[config.mk]
export PLATFORM = sky130hd
export DESIGN_NAME = button_press_length_classifier_top
export DESIGN_NICKNAME = d
export VERILOG_FILES = /design/src/bplc_pkg.sv /design/src/button_press_length_classifier_top.sv /design/src/bplc_step.sv
export SDC_FILE = /design/constraint.sdc
export NUM_CORES = 1
export LEC_CHECK = 0
export BUFFER_PORTS_ARGS = -buffer_cell sky130_fd_sc_hd__buf_2
export CORE_UTILIZATION = 59
export CTS_CLUSTER_DIAMETER = 80
export DETAILED_ROUTE_END_ITERATION = 7
export GPL_TIMING_DRIVEN = 0
export PLACE_DENSITY_LB_ADDON = 0.15
export SLEW_MARGIN = 20
export SYNTH_ARGS = -nofsm -noshare
export SYNTH_HDL_FRONTEND = slang
export SYNTH_SLANG_ARGS = --single-unit
[constraint.sdc]
create_clock -name aclk -period 2.4 [get_ports aclk]
set_clock_uncertainty 0.1 [all_clocks]
set_input_delay 0.48 -clock aclk [delete_from_list [all_inputs] [get_ports aclk]]
set_output_delay 0.48 -clock aclk [all_outputs]
set_load 0.01 [all_outputs]
[src/bplc_pkg.sv]
// Shared types and constants for the button press-length classifier.
// No dependencies.
package bplc_pkg;

    localparam int CFG_IDX_W  = 2;
    localparam int CFG_DATA_W = 16;
    localparam int TICK_W     = 16;

    localparam logic [CFG_IDX_W-1:0] REG_DEBOUNCE  = 2'd0;
    localparam logic [CFG_IDX_W-1:0] REG_LONG      = 2'd1;
    localparam logic [CFG_IDX_W-1:0] REG_VERY_LONG = 2'd2;
    localparam logic [CFG_IDX_W-1:0] REG_POLARITY  = 2'd3;

    localparam logic [TICK_W-1:0] DEBOUNCE_RESET  = 16'd50;
    localparam logic [TICK_W-1:0] LONG_RESET      = 16'd500;
    localparam logic [TICK_W-1:0] VERY_LONG_RESET = 16'd3000;

    localparam logic [1:0] KIND_SHORT = 2'd0;
    localparam logic [1:0] KIND_LONG  = 2'd1;
    localparam logic [1:0] KIND_VLONG = 2'd2;

    typedef enum logic [2:0] {
        PH_IDLE     = 3'd0,
        PH_DEBOUNCE = 3'd1,
        PH_SHORT    = 3'd2,
        PH_LONG     = 3'd3,
        PH_VLONG    = 3'd4
    } phase_t;

    typedef struct packed {
        logic [TICK_W-1:0] debounce_ticks;
        logic [TICK_W-1:0] long_ticks;
        logic [TICK_W-1:0] very_long_ticks;
        logic              pressed_polarity;
    } cfg_t;

    typedef struct packed {
        phase_t            phase;
        logic [TICK_W-1:0] remaining;
        logic              prev_level;
    } state_t;

    // Packed to match the result tdata layout, lowest bit last.
    typedef struct packed {
        phase_t     phase_now;
        logic       hold_pulse;
        logic [1:0] press_kind;
        logic       press_valid;
    } result_t;

endpackage

[src/button_press_length_classifier_top.sv]
// Top level of the debounced button press-length classifier.
// Depends on bplc_pkg and bplc_step.
//
//   channel  | dir | tdata fields (low bit up)
//   ---------+-----+---------------------------------------------------------
//   s_       | in  | button_level[0]
//   m_       | out | press_valid[0] press_kind[2:1] hold_pulse[3] phase_now[6:4]
//   cfg_     | in  | cfg_index selects register, cfg_wdata[15:0] value
//
// One sample per cycle unless the result stalls; each request yields one result in
// the result register, loaded together with the phase machine and tick counter.
// A new sample is taken whenever the result register is empty or being drained.
// aresetn is synchronous, active low: phase idle, counter zero, config to defaults.
module button_press_length_classifier_top (
    input  logic                               aclk,
    input  logic                               aresetn,
    input  logic                               s_tvalid,
    output logic                               s_tready,
    input  logic [7:0]                         s_tdata,   // button_level
    output logic                               m_tvalid,
    input  logic                               m_tready,
    output logic [7:0]                         m_tdata,   // press_valid, press_kind,
                                                          // hold_pulse, phase_now
    input  logic                               cfg_we,
    input  logic [bplc_pkg::CFG_IDX_W-1:0]     cfg_index,
    input  logic [bplc_pkg::CFG_DATA_W-1:0]    cfg_wdata
);
    import bplc_pkg::*;

    cfg_t    cfg_reg;
    state_t  state_reg;
    state_t  state_next;
    result_t result_next;
    result_t result_reg;
    logic    m_valid_reg;
    logic    accept;

    assign s_tready = !m_valid_reg || m_tready;
    assign accept   = s_tvalid && s_tready;
    assign m_tvalid = m_valid_reg;
    assign m_tdata  = {1'b0, result_reg};

    bplc_step u_step (
        .state_cur (state_reg),
        .cfg       (cfg_reg),
        .level     (s_tdata[0]),
        .state_nxt (state_next),
        .result    (result_next)
    );

    always_ff @(posedge aclk) begin
        if (!aresetn) begin
            cfg_reg.debounce_ticks   <= DEBOUNCE_RESET;
            cfg_reg.long_ticks       <= LONG_RESET;
            cfg_reg.very_long_ticks  <= VERY_LONG_RESET;
            cfg_reg.pressed_polarity <= 1'b0;
        end else if (cfg_we) begin
            case (cfg_index)
                REG_DEBOUNCE:  cfg_reg.debounce_ticks   <= cfg_wdata;
                REG_LONG:      cfg_reg.long_ticks       <= cfg_wdata;
                REG_VERY_LONG: cfg_reg.very_long_ticks  <= cfg_wdata;
                REG_POLARITY:  cfg_reg.pressed_polarity <= cfg_wdata[0];
                default: ;
            endcase
        end
    end

    always_ff @(posedge aclk) begin
        if (!aresetn) begin
            state_reg.phase      <= PH_IDLE;
            state_reg.remaining  <= '0;
            state_reg.prev_level <= 1'b1;
            m_valid_reg          <= 1'b0;
        end else begin
            if (accept) begin
                state_reg   <= state_next;
                m_valid_reg <= 1'b1;
            end else if (m_tready) begin
                m_valid_reg <= 1'b0;
            end
        end
    end

    always_ff @(posedge aclk) begin
        if (accept) begin
            result_reg <= result_next;
        end
    end

endmodule

[src/bplc_step.sv]
// Next-state and result logic for one button sample.
// Depends on bplc_pkg.
module bplc_step (
    input  bplc_pkg::state_t  state_cur,
    input  bplc_pkg::cfg_t    cfg,
    input  logic              level,
    output bplc_pkg::state_t  state_nxt,
    output bplc_pkg::result_t result
);
    import bplc_pkg::*;

    logic              pressed;
    logic              was_pressed;
    logic              expired;
    logic [TICK_W-1:0] rem_dec;

    assign pressed     = (level == cfg.pressed_polarity);
    assign was_pressed = (state_cur.prev_level == cfg.pressed_polarity);
    assign expired     = (state_cur.remaining <= TICK_W'(1));
    assign rem_dec     = state_cur.remaining - TICK_W'(1);

    always_comb begin
        state_nxt.phase      = state_cur.phase;
        state_nxt.remaining  = state_cur.remaining;
        state_nxt.prev_level = level;
        result.press_valid   = 1'b0;
        result.press_kind    = KIND_SHORT;
        result.hold_pulse    = 1'b0;

        case (state_cur.phase)
            PH_IDLE: begin
                if (pressed && !was_pressed) begin
                    state_nxt.phase     = PH_DEBOUNCE;
                    state_nxt.remaining = cfg.debounce_ticks;
                end
            end
            PH_DEBOUNCE: begin
                if (expired) begin
                    if (pressed) begin
                        state_nxt.phase     = PH_SHORT;
                        state_nxt.remaining = cfg.long_ticks;
                    end else begin
                        state_nxt.phase     = PH_IDLE;
                        state_nxt.remaining = '0;
                    end
                end else begin
                    state_nxt.remaining = rem_dec;
                end
            end
            PH_SHORT, PH_LONG: begin
                if (!pressed) begin
                    result.press_valid  = 1'b1;
                    result.press_kind   = (state_cur.phase == PH_SHORT) ? KIND_SHORT
                                                                        : KIND_LONG;
                    state_nxt.phase     = PH_IDLE;
                    state_nxt.remaining = '0;
                end else if (expired) begin
                    result.hold_pulse = 1'b1;
                    if (state_cur.phase == PH_SHORT) begin
                        state_nxt.phase     = PH_LONG;
                        state_nxt.remaining = cfg.very_long_ticks;
                    end else begin
                        state_nxt.phase     = PH_VLONG;
                        state_nxt.remaining = '0;
                    end
                end else begin
                    state_nxt.remaining = rem_dec;
                end
            end
            PH_VLONG: begin
                state_nxt.remaining = '0;
                if (!pressed) begin
                    result.press_valid = 1'b1;
                    result.press_kind  = KIND_VLONG;
                    state_nxt.phase    = PH_IDLE;
                end
            end
            default: begin
                state_nxt.phase     = PH_IDLE;
                state_nxt.remaining = '0;
            end
        endcase

        result.phase_now = state_nxt.phase;
    end

endmodule

# Yosys cells after proc, flatten, opt, wreduce, memory -nomap -nowiden
# Cells that the tools add are included.
# classes
n_addsub	1
order_cmp	1
eq_ne	10
mux	17
reduce_logical	15
# op_table
operator	n
$pmux 19 s4	1
$mux 19	3
$mux 16	2
$mux 18	1
$le 16x1->1 const B	1
$sub 16x1->16 const B	1
$mux 3	5
$reduce_and 2->1	6
$eq 3x2->1 const B	2
$pmux 3 s2	1
$eq 2x2->1 const B	2
$mux 1	4
$eq 3x1->1 const B	1
$eq 3x3->1 const B	1
$logic_not 3->1	1
$eq 1x1->1	2
$eq 2x1->1 const B	1
$logic_and 1x1->1	2
$logic_not 1->1	2
$logic_not 2->1	1
$ne 2x1->1 const B	1
$reduce_bool 2->1	1
$reduce_or 2->1	1
$logic_or 1x1->1	1
# totals
regBits	77
in_bits	31
output_inout_bits	10
wordCells	56

# Logic depth before layout (Yosys ltp)
# Gate-level depths: netlist (run 1).
# depth
word_depth	5
depth_mapped	9
mapped_depth_nobuf	7

# By module
# A second synthesis (run 1) with hierarchy kept.
# hier_totals
cells_unflattened	450
area_unflattened_um2	3946.3
# modules_own_cells
mod	instances	cells_per_inst	area_per_inst_um2	seq_area_each_um2
button_press_length_classifier_top	1	290	2752.6	1611.5
bplc_step	1	160	1193.6	0.0

# Worst setup path before layout (run 1)
# Ideal clock, no wire load.
# synth_timing
path_kind	reg2reg
start	reg state_reg[1] (netlist bit)
end	reg result_reg, in the netlist m_tdata[5], data pin
setup_time_ns	0.276
t_arrival_ns	1.756
t_required_ns	2.024
path_slack_ns	0.268
stages_incl_launch_ff	10
n_path_buf	2
synth_period_minus_slack_ns	2.132
path_cell_list	dfxtp_1 inv_1 ha_1 nor2_1 or4_1 clkbuf_1 clkbuf_1 nor3_1 xnor2_1 nor3_1
# synth_rtl
item	line_no	text
start: declaration	button_press_length_classifier_top.sv:31	state_t state_reg;
start signal: assignment	button_press_length_classifier_top.sv:76	state_reg <= state_next;
end signal: assignment	button_press_length_classifier_top.sv:86	result_reg <= result_next;
end: declaration	button_press_length_classifier_top.sv:34	result_t result_reg;

# Worst setup path in the final report (run 1)
# layout_timing
start	reg state_reg[10] (netlist bit)
end	reg state_reg[7] (netlist bit)
# layout_via
elab_chain_cells	4
elab_cells_between_ends	5
cone_classes	order compare (1); mux (4)
# layout_lines
item	line_no	text
$le 16x1->1 *	bplc_step.sv:19	assign expired = (state_cur.remaining <= TICK_W'(1));
$mux 16	bplc_step.sv:57	end else if (expired) begin
$mux 19	bplc_step.sv:51	if (!pressed) begin
$pmux 19 s4 *	bplc_step.sv:30	case (state_cur.phase)
# Every way passes the cells marked *; elsewhere a longest branch is shown, timed or not.
# A chain may end at the register's enable or synchronous reset.

==> impl_metrics.yaml, run 1 <==
outcome:
  status: "finished, final reports clean"
detailed_routing:
  wl_mm: 11.72
  dr.pass1.iters: 5
  ant_nets: 0
  dr.first_iter.drc_count: 407
  drc_errors: 0
  vias: 4002
  vias_per_cell: 6.486
  post_drt_wl_per_cell_um: 18.99
global_route:
  grt_use_total_pct: 33.97
  grt_overflow_total: 0
  grt_pass1_vias: 3732
  grt_antenna_before_repair: 0
  grt_max_degree: 14
  grt_pass1_wl_mm: 18.43
synth:
  synth_area_leader_cell: "dfxtp_1"
  synth.cell_area_mm2: 0.003872
  yosys_warnings: 0
  ys_top_cells_by_area: "dfxtp_1 (36%), nand2_1 (11%), a21oi_1 (7.0%)"
  synth_edf_count: 7
  syn_inst: 492
  seq_area_frac_synth_pct: 41.62
  yosys_most_used_dff: "dfxtp_1"
  synth-seq-cells: 77
  synth_top_area_share_pct: 36.19
  avgSynthCellArea_um2: 7.871
  synth_fp_nets: 525
  synthArstFlopShare_pct: 0
  ys_types: 64
setup_path:
  critPathSlowestCell: "nor3_1"
  cp-start-kind: "register"
  worst_ep_required_time_ns: 2.51
  critPathTopFamily: "simple AND/OR/NAND/NOR gates"
  crit_chain: "nor3_1 > nand4_1 > clkbuf_2 > a211oi_1 > a2bb2oi_2 > o32ai_1"
  cp_max_fo: 10
  path_buf_inv: 1
  worst_ep_arrival_time_ns: 2.46
  slowest_delay_ns: 0.44
  crit_type: "reg -> reg"
  cp-end-kind: "register"
place:
  post-place-cells: 600
  dp_hpwl_mm: 8.028
  preCtsSetupSlack_ns: -0.5802
  routabilityCongestion: 1.002
  numPortBuffers: 31
layout:
  area_growth_pct: 15.25
  largest_reg_flops: 49
  drive_gt1_share_pct: 15.93
  final_core_util_pct: 70.29
  nFillCells: 552
  diodes: 0
  nets: 568
  final_cells: 617
timing:
  finalSetupViolations: 0
  rsz0062_at_grt: "yes"
  finalMaxSlewViolations: 0
  worst_pin_slew_ns: 0.8655
  layout_setup_ws_ns: 0.05168
  period_share_pct: 97.85
  timing.hold.ws_ns: 0.2603
  final.min_clock_period_ns: 2.348
  max_slew_margin_pct: 42.17
  hold_viol: 0
  fmax_mhz: 425.8
floorplan:
  dieArea_mm2: 0.006891
  core_area_mm2: 0.006350
  die_h_um: 83.02
  io_pins: 41
  fp.dieW_um: 83.02
  row_count: 29
  initial_core_util_pct: 60.99
cts:
  cts_tree: "done"
  clkSinkCount: 77
  cts_made_buffers: 9
  htree_levels: 3
  cts.path.max_buffers: 2
  clk_latency_ns: 0.36
  clkSlewWorstSetupHoldPaths_ns: 0.08
  root_buffer: "clkbuf_8"
worst_hold_path:
  hold_class: "in -> reg"
power_and_ir_drop:
  power.total_mw: 3.148
  powerDensity_mw_per_mm2: 705.4
  leakagePower_nw: 1.694
  vdd_drop_max_uv: 436.1
flow_run:
  cap_violations: 0
-- path summary, 6_finish.rpt --
path              cells past startpoint     startpoint  slack, ns           end
setup / recovery                      6  state_reg[10]       0.05  state_reg[7]
hold / removal                        3   cfg_wdata[9]       0.26   cfg_reg[10]
setup reg to reg                      6  state_reg[10]       0.05  state_reg[7]
hold reg to reg                       2    cfg_reg[44]       0.36   cfg_reg[44]
-- Yosys cell counts, types with 3 or more instances --
| cell type | n |
|---|---|
| nand3_1 | 27 |
| nor4_1 | 4 |
| or3_1 | 3 |
| o21ai_0 | 10 |
| a31oi_1 | 6 |
| and3_1 | 6 |
| or4_1 | 3 |
| nor2_1 | 22 |
| o32ai_1 | 9 |
| a22o_1 | 3 |
| inv_1 | 6 |
| a2bb2oi_1 | 7 |
| and2_1 | 8 |
| nand4_1 | 8 |
| xnor2_1 | 4 |
| nor3b_1 | 4 |
| a22oi_1 | 9 |
| dfxtp_1 | 70 |
| nand2b_1 | 3 |
| a21oi_1 | 54 |
| xor2_1 | 6 |
| buf_2 | 3 |
| o21ai_1 | 3 |
| edfxtp_1 | 7 |
| clkbuf_1 | 33 |
| a211oi_1 | 9 |
| nor3_1 | 9 |
| nand2_1 | 109 |
-- per-layer routing --
metal | up-vias | GRT usage [%] | routed length [µm] | part of all wire, %
met4 | 0 | 15.20 | 353 | 3.0
met1 | 1857 | 44.60 | 4959 | 42
met2 | 259 | 53.28 | 5250 | 45
li1 | 1852 | - | - | -
met3 | 34 | 7.952 | 1153 | 9.8
met5 | - | 0 | 0 | 0
-- where the power goes --
| part | internal [mW] | switching, mW |
|---|---|---|
| Combinational | 0.291 | 0.461 |
| Clock | 0.512 | 0.498 |
| Sequential | 1.35 | 0.0366 |
| Total | 2.15 | 0.995 |
-- metrics by stage --
stage	cell area, µm²	TNS (ns)
finish	4463	0
global route	4463	-0.03253
CTS	4374	-0.0009490
detailed placement	4124	-5.900
global placement	4124	-5.009
floorplan	3872	0
-- area by class of cell --
class | count | area, µm² | area share (%)
sequential | 77 | 1612 | 36.11
tap | 77 | 96.34 | 2.159
timing repair buffer | 34 | 177.7 | 3.981
inverter | 8 | 30.03 | 0.6728
buffer | 38 | 178.9 | 4.009
multi-input combinational | 367 | 2168 | 48.58
clock inverter | 5 | 58.81 | 1.318
clock buffer | 11 | 141.4 | 3.168
-- what timing repair did --
action,in CTS,in global routing
gates cloned,0,0
setup endpoints to repair,20,21
pin swaps,1,2
buffers inserted,0,3
resized for setup,11,18
hold buffers,0,0
-- worst reg2reg max path, cell delays in order, from the launching register on --
cell and delay, ns:
dfxtp_1 0.38, nor3_1 0.44, nand4_1 0.32, clkbuf_2 0.32, a211oi_1 0.32, a2bb2oi_2 0.21, o32ai_1 0.11
-- placed cells by master, fill, tap and decap left out, drive strengths merged, types with 3 or more instances in the layout --
| master | instances |
|---|---|
| o21ai | 13 |
| clkinv | 4 |
| nand4 | 8 |
| nand3 | 27 |
| a22oi | 9 |
| or4 | 5 |
| nor2 | 22 |
| and3 | 6 |
| or3b | 3 |
| inv | 8 |
| clkbuf | 42 |
| nand2 | 109 |
| o32ai | 9 |
| xor2 | 6 |
| or3 | 3 |
| a2bb2oi | 7 |
| nor3 | 11 |
| nor4 | 5 |
| a211oi | 9 |
| edfxtp | 7 |
| a22o | 3 |
| nand2b | 3 |
| nor3b | 4 |
| buf | 41 |
| and2 | 8 |
| xnor2 | 4 |
| a31oi | 6 |
| dfxtp | 70 |
| a21oi | 54 |
-- cell families after synthesis --
group                    Yosys count  synth area share [%]
AO/OA/AOI/OAI                    131                 22.23
adder cells (fa/ha/maj)            2                0.6461
other                              1               0.09684
multiplexers                       2                0.5170
XOR/XNOR                          10                 2.262
AND/OR/NAND/NOR                  221                 27.40
flip-flops                        77                 41.62
buffers and inverters             48                 5.234
No activity file was read; power rests on OpenSTA's default activity.
==> inputs of run 2 (changes only) <==
- MAX_ROUTING_LAYER: unset -> met4
- RECOVER_POWER: unset -> 50
- SLEW_MARGIN: 20 -> 15
==> run 2 against run 1 <==
Total power decreased by 3.9%. Maximum frequency fell by 1.9%. Via count fell by 0.15%. Critical path type unchanged. Highest routed layer unchanged.
==> impl_metrics.yaml, run 2 (same netlist as run 1, synthesis figures left out) <==
outcome:
  status: "finished, final reports clean"
timing:
  finalSetupViolations: 0
  worst_pin_slew_ns: 0.8830
  finalMaxSlewViolations: 0
  layout_setup_ws_ns: 0.006879
  final.min_clock_period_ns: 2.393
  fmax_mhz: 417.9
  rsz0062_at_grt: "yes"
  period_share_pct: 99.71
  hold_viol: 0
  max_slew_margin_pct: 41.01
power_and_ir_drop:
  p_switching_uw: 969.0
  vdd_drop_max_uv: 425.2
  swShare_pct: 32.02
  clockPowerShare_pct: 30.0
  comb_power_share_pct: 24.1
  power.internal_mw: 2.057
  power.total_mw: 3.026
  leakagePower_nw: 1.649
  powerDensity_mw_per_mm2: 689.0
  seqPwrFrac_pct: 46.0
cts:
  clkSlewWorstSetupHoldPaths_ns: 0.08
  clkSinkCount: 77
  clk_latency_ns: 0.35
  cts_tree: "done"
  cts.path.max_buffers: 2
  root_buffer: "clkbuf_8"
  htree_levels: 3
  cts_made_buffers: 9
setup_path:
  worst_ep_required_time_ns: 2.54
  cp-end-kind: "register"
  timing.rr.end: "state_reg[18]"
  r2r_slack_ns: 0.007
  r2r_cells: 6
  critPathSlowestCell: "nor3_1"
  crit_type: "reg -> reg"
  worst_ep_arrival_time_ns: 2.53
  cp_max_fo: 10
  slowest_delay_ns: 0.48
  worstReg2RegStart: "state_reg[10]"
  crit_chain: "nor3_1 > and4_1 > clkbuf_1 > nand3_1 > a21oi_1 > o32ai_1"
  cp-start-kind: "register"
detailed_routing:
  vias_per_cell: 6.508
  dr.pass1.iters: 5
  post_drt_wl_per_cell_um: 19.11
  drc_errors: 0
  wl_mm: 11.73
  ant_nets: 0
  dr.first_iter.drc_count: 447
  vias: 3996
global_route:
  grt_pass1_vias: 3609
  grt_antenna_before_repair: 0
  grt_use_total_pct: 34.83
  grt_max_degree: 13
  grt_pass1_wl_mm: 18.16
  grt_overflow_total: 0
floorplan:
  io_pins: 41
  dieArea_mm2: 0.006891
  fp.dieW_um: 83.02
  row_count: 29
  initial_core_util_pct: 60.99
  die_h_um: 83.02
  core_area_mm2: 0.006350
layout:
  largest_reg_flops: 49
  drive_gt1_share_pct: 13.59
  diodes: 0
  area_growth_pct: 13.41
  final_common_cell: "nand2_1"
  final_cells: 614
  ff_latch_area_mm2: 0.001613
  mostFrequentLayoutCells: "nand2_1 (108), dfxtp_1 (69), a21oi_1 (53), clkbuf_1 (34), nand3_1 (27)"
  nets: 567
  nFillCells: 533
  multi_input_area_mm2: 0.002135
place:
  routabilityCongestion: 1.016
  preCtsSetupSlack_ns: -0.5563
  numPortBuffers: 31
  dp_hpwl_mm: 8.100
  post-place-cells: 600
flow_run:
  cap_violations: 0
worst_hold_path:
  hold_depth: 3
  min_from: "cfg_wdata[9]"
  hold_class: "in -> reg"
  min_to: "cfg_reg[10]"
-- run 2: cell count changes in the layout (fill, tap and decap cells not counted), sizes merged --
cell	previous run	this run
inv	8	7
buf	41	32
clkbuf	42	49
bufinv	1	0
clkinv	4	5
-- run 2: power groups by stage --
stage	sequential, mW	combinational [mW]	clock, mW
2_1_floorplan	1.41	0.477	0
3_3_place_gp	1.41	0.654	0
3_5_place_dp	1.41	0.662	0
4_1_cts	1.38	0.677	0.901
5_1_grt	1.40	0.777	0.954
6_report	1.39	0.728	0.907
-- run 2: worst max-delay path by stage --
stage | cells past startpoint | slack, ns | startpoint | endpoint
5_1_grt | 7 | -0.03 | state_reg[5] | state_reg[18]
4_1_cts | 7 | 0.01 | state_reg[5] | state_reg[7]
6_report | 6 | 0.007 | state_reg[10] | state_reg[18]
2_1_floorplan | 9 | 0.27 | state_reg[1] | m_tdata[5]
3_3_place_gp | 6 | -0.50 | s_tdata[0] | state_reg[6]
3_5_place_dp | 6 | -0.56 | s_tdata[0] | state_reg[13]
-- run 2: cell type report --
class	instances	share of cell area, %
clock buffers	10	3.390
clock inverters	4	0.5413
flip-flops and latches	77	36.72
multi-input cells	367	48.60
inverters	8	0.6838
repair buffers	35	3.932
plain buffers	36	3.932
well taps	77	2.194
-- run 2: what timing repair did --
| action | CTS | global route |
|---|---|---|
| pin swaps | 0 | 2 |
| hold buffers | 0 | 0 |
| endpoints found under the setup margin | 20 | 20 |
| gates resized for setup | 9 | 17 |
| setup buffers | 0 | 4 |
-- run 2: critical path: cells and delay by family, from the launching register on --
family          cells  cell delay [ns]
simple gates        3             1.03
buf+inv             1             0.42
flops               1             0.38
compound gates      2             0.34
-- run 2: metal layers --
| layer | track usage (%) | wire, µm | up-vias |
|---|---|---|---|
| met2 | 53.35 | 5284 | 248 |
| met4 | 12.54 | 330 | 0 |
| met1 | 44.29 | 4824 | 1861 |
| li1 | - | - | 1848 |
| met3 | 9.443 | 1293 | 39 |
| met5 | - | 0 | - |
-- run 2: per-stage QoR --
| stage | hold slack (ns) | TNS, ns | utilization, % | instance area (µm²) |
|---|---|---|---|---|
| after floorplan | 0.3319 | 0 | - | 3872 |
| after detailed placement | 0.3480 | -5.329 | 64.95 | 4124 |
| after global placement | 0.3430 | -4.914 | 64.95 | 4124 |
| after global routing | 0.2723 | -0.04297 | 69.16 | 4392 |
| final | 0.2627 | 0 | 69.16 | 4392 |
| after CTS | 0.2542 | 0 | 68.20 | 4330 |
==> inputs of run 3 (changes only) <==
- SETUP_SLACK_MARGIN: unset -> 0.5
==> run 3 against run 2 <==
Setup slack better by 0.22 ns. Critical path depth increased by 2. Critical path type unchanged. Highest routed layer unchanged. Flip-flop and latch count unchanged.
==> impl_metrics.yaml, run 3 (same netlist as run 1, synthesis figures left out) <==
outcome:
  status: "finished, final reports clean"
floorplan:
  core_area_mm2: 0.006350
  initial_core_util_pct: 60.99
  io_pins: 41
  dieArea_mm2: 0.006891
  fp.dieW_um: 83.02
  die_h_um: 83.02
  row_count: 29
timing:
  final.min_clock_period_ns: 2.172
  finalSetupViolations: 0
  worst_pin_slew_ns: 0.7510
  timing.hold.ws_ns: 0.2514
  hold_viol: 0
  fmax_mhz: 460.4
  finalMaxSlewViolations: 0
  period_share_pct: 90.50
  rsz0062_at_grt: "yes"
  max_slew_margin_pct: 49.93
setup_path:
  worst_ep_required_time_ns: 2.53
  worst_ep_arrival_time_ns: 2.31
  cp-start-kind: "register"
  cp_max_fo: 5
  crit_type: "reg -> reg"
  cp-end-kind: "register"
global_route:
  grt_use_total_pct: 38.50
  grt_pass1_wl_mm: 20.24
  grt_antenna_before_repair: 0
  grt_pass1_vias: 4030
  grt_overflow_total: 0
  grt_max_degree: 13
detailed_routing:
  post_drt_wl_per_cell_um: 21.76
  dr.first_iter.drc_count: 877
  dr.pass1.iters: 8
  vias_per_cell: 6.967
  drc_errors: 0
  vias: 4473
  ant_nets: 0
  wl_mm: 13.97
power_and_ir_drop:
  clockPowerShare_pct: 27.9
  power.internal_mw: 2.280
  swShare_pct: 33.63
  powerDensity_mw_per_mm2: 676.8
  vdd_drop_max_uv: 562.3
  p_switching_mw: 1.155
  seqPwrFrac_pct: 40.5
  comb_power_share_pct: 31.6
  leakagePower_nw: 1.922
cts:
  cts_tree: "done"
  htree_levels: 3
  root_buffer: "clkbuf_8"
  clkSlewWorstSetupHoldPaths_ns: 0.09
  cts_hold_buf: 0
  clkSinkCount: 77
  cts.path.max_buffers: 2
  clk_latency_ns: 0.37
  cts_made_buffers: 9
place:
  dp_hpwl_mm: 7.958
  routabilityCongestion: 0.9734
  numPortBuffers: 31
  place_area_mm2: 0.004229
layout:
  drive_gt1_share_pct: 27.61
  fin_area_mm2: 0.005075
  largest_reg_flops: 49
  diodes: 0
  area_growth_pct: 31.05
  nets: 594
  mostFrequentLayoutCells: "nand2_1 (108), dfxtp_1 (64), a21oi_1 (51), clkbuf_1 (28), nand3_1 (27)"
  final_common_cell: "nand2_1"
worst_hold_path:
  hold_class: "in -> reg"
flow_run:
  cap_violations: 0
[run 3: cell count changes in the layout (fill, tap and decap cells not counted), sizes merged]
cell,before,now
buf,32,57
clkbuf,49,53
clkinv,5,4
[run 3: timing repair]
action,in CTS,in global routing
setup buffers,18,7
endpoints found under the hold margin,0,0
setup endpoints to repair,29,30
gates resized for setup,59,59
cloned,2,0
pin swaps,11,16
[run 3: power groups by stage]
stage | logic (mW) | registers, mW | clock network (mW)
CTS | 0.855 | 1.38 | 0.939
detailed placement | 0.704 | 1.41 | 0
finish | 1.09 | 1.39 | 0.957
global placement | 0.692 | 1.41 | 0
floorplan | 0.512 | 1.41 | 0
global route | 1.12 | 1.39 | 0.997
[run 3: routing by layer]
layer	wire length (µm)	vias up	part of all wire (%)	GRT usage, %
li1	-	1906	-	-
met1	5009	2036	36	47.20
met2	6178	413	44	57.23
met3	1904	118	14	10.64
met4	878	0	6.3	21.63
met5	0	-	0	-
[run 3: worst paths after layout]
check | slack [ns] | cells past startpoint | startpoint | endpoint
worst min register to register | 0.36 | 2 | cfg_reg[28] | cfg_reg[28]
worst max-delay path | 0.23 | 8 | state_reg[1] | state_reg[9]
worst min-delay path | 0.25 | 3 | cfg_wdata[4] | cfg_reg[37]
worst max register to register | 0.23 | 8 | state_reg[1] | state_reg[9]
[run 3: final cells by class]
class | count | area, µm²
Inverter | 8 | 32.53
Fill cell | 400 | 1275
Clock inverter | 3 | 18.77
Clock buffer | 12 | 166.4
Timing Repair Buffer | 58 | 379.1
Buffer | 40 | 282.8
Multi-Input combinational cell | 367 | 2470
Sequential cell | 77 | 1629
Tap cell | 77 | 96.34
[run 3: critical path, stage by stage (launching register included)]
cell and delay, ns:
dfxtp_4 0.38, inv_4 0.06, ha_4 0.16, or3b_4 0.40
clkbuf_8 0.16, buf_4 0.16, o21ai_0 0.31, o31a_1 0.22
o32ai_1 0.07
[run 3: stage by stage]
| step | setup TNS [ns] | utilization (%) | power [mW] | instances | setup WS, ns |
|---|---|---|---|---|---|
| 6_report | 0 | 79.92 | 3.435 | 642 | 0.2280 |
| 3_5_place_dp | -0.3033 | 66.60 | 2.119 | 600 | -0.05274 |
| 4_1_cts | 0 | 75.90 | 3.177 | 635 | 0.3169 |
| 2_1_floorplan | 0 | - | 1.920 | 492 | 0.4586 |
| 3_3_place_gp | -0.09613 | 66.60 | 2.104 | 600 | -0.03272 |
| 5_1_grt | 0 | 79.92 | 3.514 | 642 | 0.2244 |
